File: src/rtl/dcc_pkg.sv
// Shared types and constants for the DCC packet receiver.
package dcc_pkg;

   // Configuration register indexes and reset values
   localparam int unsigned CSR_INDEX_W = 2;
   localparam logic [CSR_INDEX_W-1:0] CSR_ONE_BIT_MAX  = 2'd0;
   localparam logic [CSR_INDEX_W-1:0] CSR_PREAMBLE_MIN = 2'd1;
   localparam logic [15:0] ONE_BIT_MAX_RESET  = 16'd77;
   localparam logic [4:0]  PREAMBLE_MIN_RESET = 5'd9;

   // Packet sizes
   localparam logic [2:0] COUNT_SHORT = 3'd3;
   localparam logic [2:0] COUNT_LONG  = 3'd4;

   // Basic accessory match masks
   localparam logic [7:0] ACC_B1_MASK  = 8'hC0;
   localparam logic [7:0] ACC_B1_MATCH = 8'h80;
   localparam logic [7:0] ACC_B2_MASK  = 8'h88;

   // Framed packet handed from the framer to the decoder
   typedef struct packed {
      logic [2:0] byte_count;
      logic [7:0] byte_one;
      logic [7:0] byte_two;
      logic [7:0] byte_three;
      logic [7:0] byte_four;
   } pkt_type;

   // Decoded result
   typedef struct packed {
      logic        acc_output;
      logic [15:0] acc_address;
      logic        is_accessory;
      logic        check_ok;
      logic [7:0]  byte_four;
      logic [7:0]  byte_three;
      logic [7:0]  byte_two;
      logic [7:0]  byte_one;
      logic [2:0]  byte_count;
   } rsp_type;

endpackage

File: src/rtl/dcc_packet_receiver.sv
// Top level of the DCC packet receiver: framer, decoder and stream ports.
//
//   channel  direction  payload
//   req_     in         tdata[15:0] half_bit_us
//   rsp_     out        tdata[53:0] packet bytes, check, accessory decode
//   csr_     in         csr_index selects register, csr_data is the value
//
// One half-bit time is taken per cycle while req_tready is high; a packet result
// is registered in the framed-packet stage and then in the result register once
// the transaction that carries its final separator bit is accepted. Reset clears
// the framer to preamble hunting and loads the register defaults. When rsp_tready
// is low the result register holds, the packet stage fills behind it, and
// req_tready drops only while both are full.
module dcc_packet_receiver
   import dcc_pkg::*;
(
   input  logic                   clock,
   input  logic                   reset,
   input  logic                   req_tvalid,
   output logic                   req_tready,
   input  logic [15:0]            req_tdata,   // [15:0] half_bit_us
   output logic                   rsp_tvalid,
   input  logic                   rsp_tready,
   output logic [55:0]            rsp_tdata,   // [2:0] byte_count, [10:3] byte_one,
                                               // [18:11] byte_two, [26:19] byte_three,
                                               // [34:27] byte_four, [35] check_ok,
                                               // [36] is_accessory, [52:37] acc_address,
                                               // [53] acc_output, [55:54] zero
   input  logic                   csr_valid,
   output logic                   csr_ready,
   input  logic [CSR_INDEX_W-1:0] csr_index,
   input  logic [15:0]            csr_data
);

   logic    item_fire;
   logic    pkt_valid;
   pkt_type pkt;
   logic    out_free;
   rsp_type rsp;

   // Accept while the packet stage is empty or moving on
   assign req_tready = !pkt_valid || out_free;
   assign item_fire  = req_tvalid && req_tready;
   assign csr_ready  = 1'b1;

   dcc_framer u_framer (
      .clock       (clock),
      .reset       (reset),
      .csr_valid   (csr_valid),
      .csr_index   (csr_index),
      .csr_data    (csr_data),
      .item_fire   (item_fire),
      .half_bit_us (req_tdata),
      .pkt_take    (out_free),
      .pkt_valid   (pkt_valid),
      .pkt         (pkt)
   );

   dcc_decode u_decode (
      .clock     (clock),
      .reset     (reset),
      .pkt_valid (pkt_valid),
      .pkt       (pkt),
      .rsp_ready (rsp_tready),
      .rsp_valid (rsp_tvalid),
      .rsp       (rsp),
      .out_free  (out_free)
   );

   assign rsp_tdata = {2'b00, rsp};

endmodule

File: src/rtl/dcc_framer.sv
// Bit classifier and packet framer with the framed-packet stage register.
module dcc_framer
   import dcc_pkg::*;
(
   input  logic                   clock,
   input  logic                   reset,
   input  logic                   csr_valid,
   input  logic [CSR_INDEX_W-1:0] csr_index,
   input  logic [15:0]            csr_data,
   input  logic                   item_fire,
   input  logic [15:0]            half_bit_us,
   input  logic                   pkt_take,
   output logic                   pkt_valid,
   output pkt_type                pkt
);

   typedef enum logic [3:0] {
      PH_HUNT   = 4'd0,
      PH_START  = 4'd1,
      PH_BIT0   = 4'd2,
      PH_BIT1   = 4'd3,
      PH_BIT2   = 4'd4,
      PH_BIT3   = 4'd5,
      PH_BIT4   = 4'd6,
      PH_BIT5   = 4'd7,
      PH_BIT6   = 4'd8,
      PH_BIT7   = 4'd9,
      PH_SEP1   = 4'd10,
      PH_SEP2   = 4'd11,
      PH_SEP3   = 4'd12,
      PH_SEP4   = 4'd13
   } phase_type;

   logic [15:0] one_max_ff;
   logic [4:0]  pre_min_ff;
   phase_type   phase_ff, phase_in;
   logic [4:0]  ones_ff, ones_in;
   logic [2:0]  done_ff, done_in;
   logic [7:0]  shift_ff, shift_in;
   logic [7:0]  held0_ff, held0_in;
   logic [7:0]  held1_ff, held1_in;
   logic [7:0]  held2_ff, held2_in;
   logic [7:0]  held3_ff, held3_in;
   logic        emit;
   pkt_type     emit_pkt;
   logic        pkt_valid_ff;
   pkt_type     pkt_ff;
   logic        one;
   logic [4:0]  ones_next;
   logic [7:0]  shift_next;
   logic [2:0]  done_next;

   // Classify the half-bit time
   assign one        = (half_bit_us <= one_max_ff);
   assign ones_next  = !one ? 5'd0 : ((ones_ff == 5'd31) ? ones_ff : ones_ff + 5'd1);
   assign shift_next = {shift_ff[6:0], one};
   assign done_next  = done_ff + 3'd1;

   // Framing state machine, next values
   always_comb begin
      phase_in = phase_ff;
      ones_in  = ones_ff;
      done_in  = done_ff;
      shift_in = shift_ff;
      held0_in = held0_ff;
      held1_in = held1_ff;
      held2_in = held2_ff;
      held3_in = held3_ff;
      emit     = 1'b0;
      emit_pkt = '{byte_count: COUNT_SHORT, byte_one: held0_ff, byte_two: held1_ff,
                   byte_three: shift_ff, byte_four: held3_ff};
      case (phase_ff)
         PH_HUNT: begin
            ones_in = ones_next;
            if (ones_next > pre_min_ff) phase_in = PH_START;
         end
         PH_START: begin
            if (!one) begin
               phase_in = PH_BIT0;
               done_in  = 3'd0;
               ones_in  = 5'd0;
               held3_in = 8'd0;
            end
         end
         PH_BIT0: begin shift_in = shift_next; phase_in = PH_BIT1; end
         PH_BIT1: begin shift_in = shift_next; phase_in = PH_BIT2; end
         PH_BIT2: begin shift_in = shift_next; phase_in = PH_BIT3; end
         PH_BIT3: begin shift_in = shift_next; phase_in = PH_BIT4; end
         PH_BIT4: begin shift_in = shift_next; phase_in = PH_BIT5; end
         PH_BIT5: begin shift_in = shift_next; phase_in = PH_BIT6; end
         PH_BIT6: begin shift_in = shift_next; phase_in = PH_BIT7; end
         PH_BIT7: begin
            // Last data bit: count the byte and pick its separator phase
            shift_in = shift_next;
            done_in  = done_next;
            case (done_next)
               3'd1:    phase_in = PH_SEP1;
               3'd2:    phase_in = PH_SEP2;
               3'd3:    phase_in = PH_SEP3;
               3'd4:    phase_in = PH_SEP4;
               default: phase_in = PH_HUNT;
            endcase
         end
         PH_SEP1: begin
            held0_in = shift_ff;
            phase_in = one ? PH_HUNT : PH_BIT0;
         end
         PH_SEP2: begin
            held1_in = shift_ff;
            phase_in = one ? PH_HUNT : PH_BIT0;
         end
         PH_SEP3: begin
            held2_in = shift_ff;
            phase_in = one ? PH_HUNT : PH_BIT0;
            emit     = one;
         end
         PH_SEP4: begin
            // Zero separator after the fourth byte drops the packet
            held3_in = shift_ff;
            phase_in = PH_HUNT;
            emit     = one;
            emit_pkt = '{byte_count: COUNT_LONG, byte_one: held0_ff, byte_two: held1_ff,
                         byte_three: held2_ff, byte_four: shift_ff};
         end
         default: phase_in = PH_HUNT;
      endcase
   end

   // Configuration registers
   always_ff @(posedge clock) begin
      if (reset) begin
         one_max_ff <= ONE_BIT_MAX_RESET;
         pre_min_ff <= PREAMBLE_MIN_RESET;
      end else if (csr_valid) begin
         if (csr_index == CSR_ONE_BIT_MAX) one_max_ff <= csr_data;
         else if (csr_index == CSR_PREAMBLE_MIN) pre_min_ff <= csr_data[4:0];
      end
   end

   // Framing state, advanced once per accepted transaction
   always_ff @(posedge clock) begin
      if (reset) begin
         phase_ff <= PH_HUNT;
         ones_ff  <= 5'd0;
         done_ff  <= 3'd0;
         shift_ff <= 8'd0;
         held0_ff <= 8'd0;
         held1_ff <= 8'd0;
         held2_ff <= 8'd0;
         held3_ff <= 8'd0;
      end else if (item_fire) begin
         phase_ff <= phase_in;
         ones_ff  <= ones_in;
         done_ff  <= done_in;
         shift_ff <= shift_in;
         held0_ff <= held0_in;
         held1_ff <= held1_in;
         held2_ff <= held2_in;
         held3_ff <= held3_in;
      end
   end

   // Framed packet stage: load on emit, clear when taken
   always_ff @(posedge clock) begin
      if (reset) begin
         pkt_valid_ff <= 1'b0;
      end else if (item_fire && emit) begin
         pkt_valid_ff <= 1'b1;
      end else if (pkt_take) begin
         pkt_valid_ff <= 1'b0;
      end
   end

   always_ff @(posedge clock) begin
      if (item_fire && emit) pkt_ff <= emit_pkt;
   end

   assign pkt_valid = pkt_valid_ff;
   assign pkt       = pkt_ff;

endmodule

File: src/rtl/dcc_decode.sv
// Check and basic accessory decode with the result register.
module dcc_decode
   import dcc_pkg::*;
(
   input  logic    clock,
   input  logic    reset,
   input  logic    pkt_valid,
   input  pkt_type pkt,
   input  logic    rsp_ready,
   output logic    rsp_valid,
   output rsp_type rsp,
   output logic    out_free
);

   logic        rsp_valid_ff;
   rsp_type     rsp_ff, rsp_in;
   logic        ok;
   logic        acc;
   logic [8:0]  board;
   logic [15:0] board_m1;

   // Decode the framed packet
   assign ok       = ((pkt.byte_one ^ pkt.byte_two ^ pkt.byte_three ^ pkt.byte_four) == 8'd0);
   assign acc      = ok && ((pkt.byte_one & ACC_B1_MASK) == ACC_B1_MATCH)
                        && ((pkt.byte_two & ACC_B2_MASK) == ACC_B2_MASK);
   assign board    = {~pkt.byte_two[6:4], pkt.byte_one[5:0]};
   assign board_m1 = {7'd0, board} - 16'd1;

   always_comb begin
      rsp_in.byte_count   = pkt.byte_count;
      rsp_in.byte_one     = pkt.byte_one;
      rsp_in.byte_two     = pkt.byte_two;
      rsp_in.byte_three   = pkt.byte_three;
      rsp_in.byte_four    = pkt.byte_four;
      rsp_in.check_ok     = ok;
      rsp_in.is_accessory = acc;
      rsp_in.acc_address  = acc ? ({board_m1[13:0], pkt.byte_two[2:1]} + 16'd1) : 16'd0;
      rsp_in.acc_output   = acc & pkt.byte_two[0];
   end

   // Result register: refill when empty or being taken
   assign out_free = !rsp_valid_ff || rsp_ready;

   always_ff @(posedge clock) begin
      if (reset) begin
         rsp_valid_ff <= 1'b0;
      end else if (out_free) begin
         rsp_valid_ff <= pkt_valid;
      end
   end

   always_ff @(posedge clock) begin
      if (out_free && pkt_valid) rsp_ff <= rsp_in;
   end

   assign rsp_valid = rsp_valid_ff;
   assign rsp       = rsp_ff;

endmodule
File: config.mk
export PLATFORM = sky130hd
export DESIGN_NAME = dcc_packet_receiver
export DESIGN_NICKNAME = d
export VERILOG_FILES = /design/src/rtl/dcc_pkg.sv /design/src/rtl/dcc_packet_receiver.sv /design/src/rtl/dcc_framer.sv /design/src/rtl/dcc_decode.sv
export SDC_FILE = /design/constraint.sdc
export NUM_CORES = 1
export LEC_CHECK = 0
export BUFFER_PORTS_ARGS = -buffer_cell sky130_fd_sc_hd__buf_2
export CORE_UTILIZATION = 50
export CTS_BUF_LIST = sky130_fd_sc_hd__clkbuf_4
export DETAILED_ROUTE_END_ITERATION = 8
export PLACE_DENSITY = 0.77
export SETUP_SLACK_MARGIN = 0.3
export SYNTH_ARGS = -nofsm -noshare
export SYNTH_HDL_FRONTEND = slang
export SYNTH_HIERARCHICAL = 1
export SYNTH_SLANG_ARGS = --single-unit
File: constraint.sdc
create_clock -name clock -period 11.1 [get_ports clock]
set_input_delay 1.11 -clock clock [delete_from_list [all_inputs] [get_ports clock]]
set_output_delay 1.11 -clock clock [all_outputs]
set_load 0.01 [all_outputs]
Word level (Yosys, flattened, before mapping)
Index checks and enable logic that the tools add are counted.
Storage, ports and cells
  register bits after elaboration: 164
  input bits: 39
  output and inout port bits: 59
  logic and storage cells: 107
Operators by class
  add/subtract/negate cells: 4
  order comparisons: 2
  equal/unequal tests: 23
  mux-type cells: 17
  bitwise operators: 6
  reductions and logical operators: 29
Operators by type and width (count)
  4-bit one-hot mux with 11 select lines: 1
  35-bit 2-to-1 mux: 1
  4-bit == test (second input constant): 6
  8-bit bitwise XOR: 3
  16-bit by 1-bit adder with 16-bit output (second input constant): 1
  4-bit by 3-bit == test with 1-bit output (second input constant): 4
  16-bit less-or-equal comparator: 1
  4-bit one-hot mux with 4 select lines: 1
  8-bit one-hot mux with 2 select lines: 1
  5-bit 2-to-1 mux: 3
  3-bit AND reduction: 5
  5-bit one-hot mux with 2 select lines: 1
  2-bit AND reduction: 5
  9-bit by 1-bit subtractor with 10-bit output (second input constant): 1
  4-bit by 2-bit == test with 1-bit output (second input constant): 2
  8-bit zero test: 1
  4-bit 2-to-1 mux: 2
  8-bit 2-to-1 mux: 1
  2-bit nonzero test: 4
  8-bit OR reduction: 1
  3-bit by 2-bit == test with 1-bit output (second input constant): 2
  3-bit one-hot mux with 2 select lines: 1
  5-bit by 1-bit adder with 5-bit output (second input constant): 1
  5-bit == test (second input constant): 1
  22 further kinds: 31

Depth between registers and ports, before layout
  word-level depth: 7
  depth in mapped cells: 17
  mapped depth without buffers: 16

By module
Netlist, hierarchy kept.
By module, submodules not included
  dcc_framer: times used 1, cells each 508, area each 4952.2 sq um, sequential area each 2502.4 sq um
  dcc_decode: times used 1, cells each 176, area each 2471.1 sq um, sequential area each 1551.5 sq um
  dcc_packet_receiver: times used 1, cells each 7, area each 52.6 sq um, sequential area each 0.0 sq um

Worst setup path after synthesis
Ideal clock, no wire load.
  kind: input to register
  start: input req_tdata[13]
  end: register u_framer.pkt_ff, in the netlist u_framer/pkt[0] (enable)
  library setup time: 0.425 ns
  data arrival time: 3.859 ns
  data required time: 10.675 ns
  slack: 6.816 ns
  stages on the path: 8
  buffers on the path: 1
  path through: ha_1 nand4_4 nor3_2 a2111oi_4 nand3_2 and2_4 buf_6 nor2_1
Between the ends
  word-level cells in the longest chain between the ends: 3
Ends and longest elaborated chain
  from (decl): line dcc_packet_receiver.sv:21  | input logic [15:0] req_tdata,
  16-bit less-or-equal comparator: line dcc_framer.sv:54  | assign one = (half_bit_us <= one_max_ff);
  1-bit 2-to-1 mux: line dcc_framer.sv:72  | case (phase_ff)
  1-bit logical AND: line dcc_framer.sv:175  | if (item_fire && emit) pkt_ff <= emit_pkt;
  to (signal assigned): line dcc_framer.sv:175
  to (decl): line dcc_framer.sv:47  | pkt_type pkt_ff;
No other way between the ends.
A chain may end at the register's enable or synchronous reset.

Worst setup path in the final report
  start: input req_tdata[13]
  end: register u_framer.phase_ff[1]
Between the ends
  word-level cells in the longest chain between the ends: 5
  elaborated cells between the ends (all ways): 8
  those cells by class: 2 x order compare; 2 x eq/ne; 3 x mux; 1 x reduce/logical
Ends and longest elaborated chain
  16-bit less-or-equal comparator *: line dcc_framer.sv:54
  5-bit 2-to-1 mux: line dcc_framer.sv:55  | assign ones_next = !one ? 5'd0 : ((ones_ff == 5'd31) ? ones_ff : ones_ff + 5'd1);
  5-bit > comparator: line dcc_framer.sv:75  | if (ones_next > pre_min_ff) phase_in = PH_START;
  2-bit by 1-bit inequality test with 1-bit output (no line)
  3-bit AND reduction (no line)
  to (signal assigned): line dcc_framer.sv:152  | phase_ff <= phase_in;
  to (decl): line dcc_framer.sv:36  | phase_type phase_ff, phase_in;
Every way passes the cells marked *; elsewhere a longest branch is shown, timed or not.

==> impl_metrics.tcl <==
set metrics [dict create \
    switching_share 0.234 \
    cts-hold-fix-buffers 0 \
    startpoint_type "input pin" \
    critPathSlowestCell "nor4_2" \
    crit_arrival_ns 4.36 \
    ys_types 72 \
    grt_max_degree 80 \
    final.setup.tns_ns 0 \
    num_vias 5218 \
    grt_pass1_vias 5172 \
    crit_chain "buf_2 -> ha_1 -> nand4_4 -> nor4_2 -> o21ai_0 -> nand3_2 -> and2_4 -> a21oi_1 -> ha_1 -> nor2b_1 -> o211a_1 -> o311a_1 -> o22ai_1 -> nor3_1 -> a311o_1 -> o2bb2ai_1" \
    dr.pass1.iters 5 \
    syn_inst 691 \
    yosysTopAreaCellShare 0.341 \
    cts_setup_buffers 0 \
    yosysWarnings 6 \
    cts_resized 0 \
    yosysSeqAreaShare 0.542 \
    combPwrFrac 0.049 \
    top_level_ports 98 \
    port_buffers 94 \
    die_w_microns 124 \
    clock_latency_ns 0.55 \
    synth_edf_count 85 \
    dp_hpwl_microns 10100 \
    status "complete, no violations" \
    die_h_microns 124 \
    finalWirelength_microns 14200 \
    drv_cap 0 \
    syn_area_per_cell_sq_um 10.8 \
    synth_seq_cells 160 \
    core_area_sq_um 14500 \
    reg2reg_slack_ns 7.46 \
    path_buf_inv 1 \
    ff_latch_area_sq_um 4050 \
    ant_nets 0 \
    finalNonFillerCells 966 \
    tightest_slew_ns 1.17 \
    grt_use_total 0.191 \
    cp-end-kind "flip-flop" \
    skew_ns 0.0167 \
    overflow 0 \
    cts_root_buf "clkbuf_4" \
    relSlewSlack 0.221 \
    layout-drive-gt1-share 0.198 \
    nFillCells 1256 \
    synth_area_leader_cell "edfxtp_1" \
    ir_drop_mv 0.0543 \
    clk_pin_slew_ns 0.14 \
    hold_viol 0 \
    std_cell_rows 44 \
    fmax_mhz 256 \
    grt_first_pass_wirelength_microns 23900 \
    multi_input_area_sq_um 3050 \
    clock_power_share 0.356 \
    worstPathMaxFanout 7 \
    place_inst 933 \
    pre_cts_ws_ns 6.65 \
    placedInstanceArea_sq_um 7960 \
    seqPwrFrac 0.595 \
    vias_per_cell 5.40 \
    powerDensity_nw_per_um2 127 \
    mappedNetlistArea_sq_um 7480 \
    max_stage_delay_ns 0.41 \
    nNetsFinal 835 \
    rsz0062_at_grt "no" \
    internal_power_mw 0.804 \
    die_area_sq_um 15400 \
    p_leak_nw 3.38 \
    finalSetupViolCount 0 \
    drt_iter0_markers 438 \
    finalWorstSetupSlack_ns 7.19 \
    post-route-period-util 0.352 \
    p_sw_mw 0.245 \
    crit_family "compound AO/OA/AOI/OAI gates" \
    cts_tree "built" \
    initial_utilization 0.514 \
    antenna_found_initial 1 \
    async_flop_share 0 \
    power_mw 1.05 \
    final_cell_area_sq_um 8280 \
    min-delay-path-class "reg -> reg" \
    synth.area.top_cells "edfxtp_1 34%, dfxtp_1 20%, mux2i_1 5.6%" \
    area_growth_pct 10.7 \
    required_ns 11.55 \
    wire_per_inst_microns 14.7 \
    synth_top_flop_cell "edfxtp_1" \
    slew_violations 0 \
    ctsLongestPathBuffers 2 \
    gp_congestion 0.899 \
    cts_max_level 4 \
    drc 0 \
    min_period_ns 3.91 \
    crit_path_frequent_cell "ha_1" \
    cts_sinks 160 \
    cts_made_buffers 17 \
    worstSetupPathType "in -> reg" \
]
==> flip-flops by register name (all words and copies together) (netlist names) <==
register,cells
u_framer/ones_ff,5
u_framer/one_max_ff,16
u_framer/phase_ff,4
u_framer/held1_ff,8
u_framer/shift_ff,8
u_decode/rsp_valid,1
u_decode/rsp,51
u_framer/pre_min_ff,5
u_framer/pkt_valid,1
u_framer/held2_ff,8
u_framer/held3_ff,8
u_framer/done_ff,3
u_framer/held0_ff,8
u_framer/pkt,34
==> kinds of logic (layout without fill, tap and decap cells) <==
family                   Yosys count  count (layout)  synth area share
flip-flops                       160             160             0.542
AO/OA/AOI/OAI                    103             103            0.0967
multiplexers                      43              43            0.0577
XOR/XNOR                          41              41            0.0480
other                              2               4           0.00100
AND/OR/NAND/NOR                  239             239             0.157
adder cells (fa/ha/maj)           28              28            0.0469
buffers and inverters             75             164            0.0504
==> path summary, 6_finish.rpt <==
check | start | depth (start not counted) | end
worst max-delay path | req_tdata[13] | 16 | u_framer/phase_ff[1]
worst min-delay path | u_framer/pkt[34] | 0 | u_decode/rsp[2]
worst max register to register | u_framer/one_max_ff[14] | 16 | u_framer/phase_ff[1]
worst min register to register | u_framer/pkt[34] | 0 | u_decode/rsp[2]
==> synthesized netlist by cell type, types with 3 or more instances <==
library cell / number
nand2b_1: 7
edfxtp_1: 85
and2_1: 11
clkbuf_8: 3
nor2_1: 82
nand3_1: 9
o31ai_1: 3
nor2b_1: 5
xor2_1: 12
ha_1: 28
a21o_1: 9
a31oi_1: 6
a211oi_1: 5
or3_1: 5
mux2i_1: 42
nor3_1: 10
nand2_1: 76
clkbuf_1: 17
nand3b_1: 4
dfxtp_1: 75
buf_4: 7
xnor2_1: 29
o21ai_0: 13
buf_6: 4
nand4_1: 5
inv_1: 36
a211o_1: 6
a21oi_1: 36
buf_2: 7
==> layout make-up <==
| class | count | area share |
|---|---|---|
| tap | 184 | 0.0278 |
| clock inverter | 14 | 0.0219 |
| multi-input combinational | 457 | 0.369 |
| clock buffer | 18 | 0.0163 |
| antenna | 1 | 0.000302 |
| sequential | 160 | 0.490 |
| inverter | 36 | 0.0163 |
| timing repair buffer | 96 | 0.0587 |
==> cell usage in the layout (no fill, tap or decap), drive strengths merged, types with 14 or more instances in the layout <==
master,synthesis,layout
a21oi,37,37
and2,14,14
buf,19,96
clkbuf,20,18
dfxtp,75,75
edfxtp,85,85
ha,28,28
inv,36,40
mux2i,42,42
nand2,77,77
nor2,83,83
nor3,14,14
o21ai,14,14
xnor2,29,29
==> per-layer routing <==
metal / global-route usage / vias up / part of all wire / wire length [microns]
met1: 0.212 / 2472 / 0.41 / 5850
met3: 0.0387 / 31 / 0.040 / 570
met5: 0 / - / 0 / 0
met4: 0.0914 / 0 / 0.022 / 317
met2: 0.347 / 155 / 0.52 / 7430
li1: - / 2560 / - / -
==> power groups by stage <==
stage	clock [mW]	sequential (mW)	combinational (mW)
2_1_floorplan	0	0.635	0.0387
3_3_place_gp	0	0.637	0.0489
3_5_place_dp	0	0.637	0.0512
4_1_cts	0.384	0.624	0.0515
5_1_grt	0.406	0.625	0.0583
6_report	0.374	0.624	0.0517
==> through the flow <==
stage | hold WS (ns) | util
after global placement | 0.407 | 0.548
after global routing | 0.458 | 0.569
after floorplan | 0.400 | -
after CTS | 0.444 | 0.569
after detailed placement | 0.411 | 0.548
final | 0.442 | 0.569
Power figures use the tool's default switching activity.
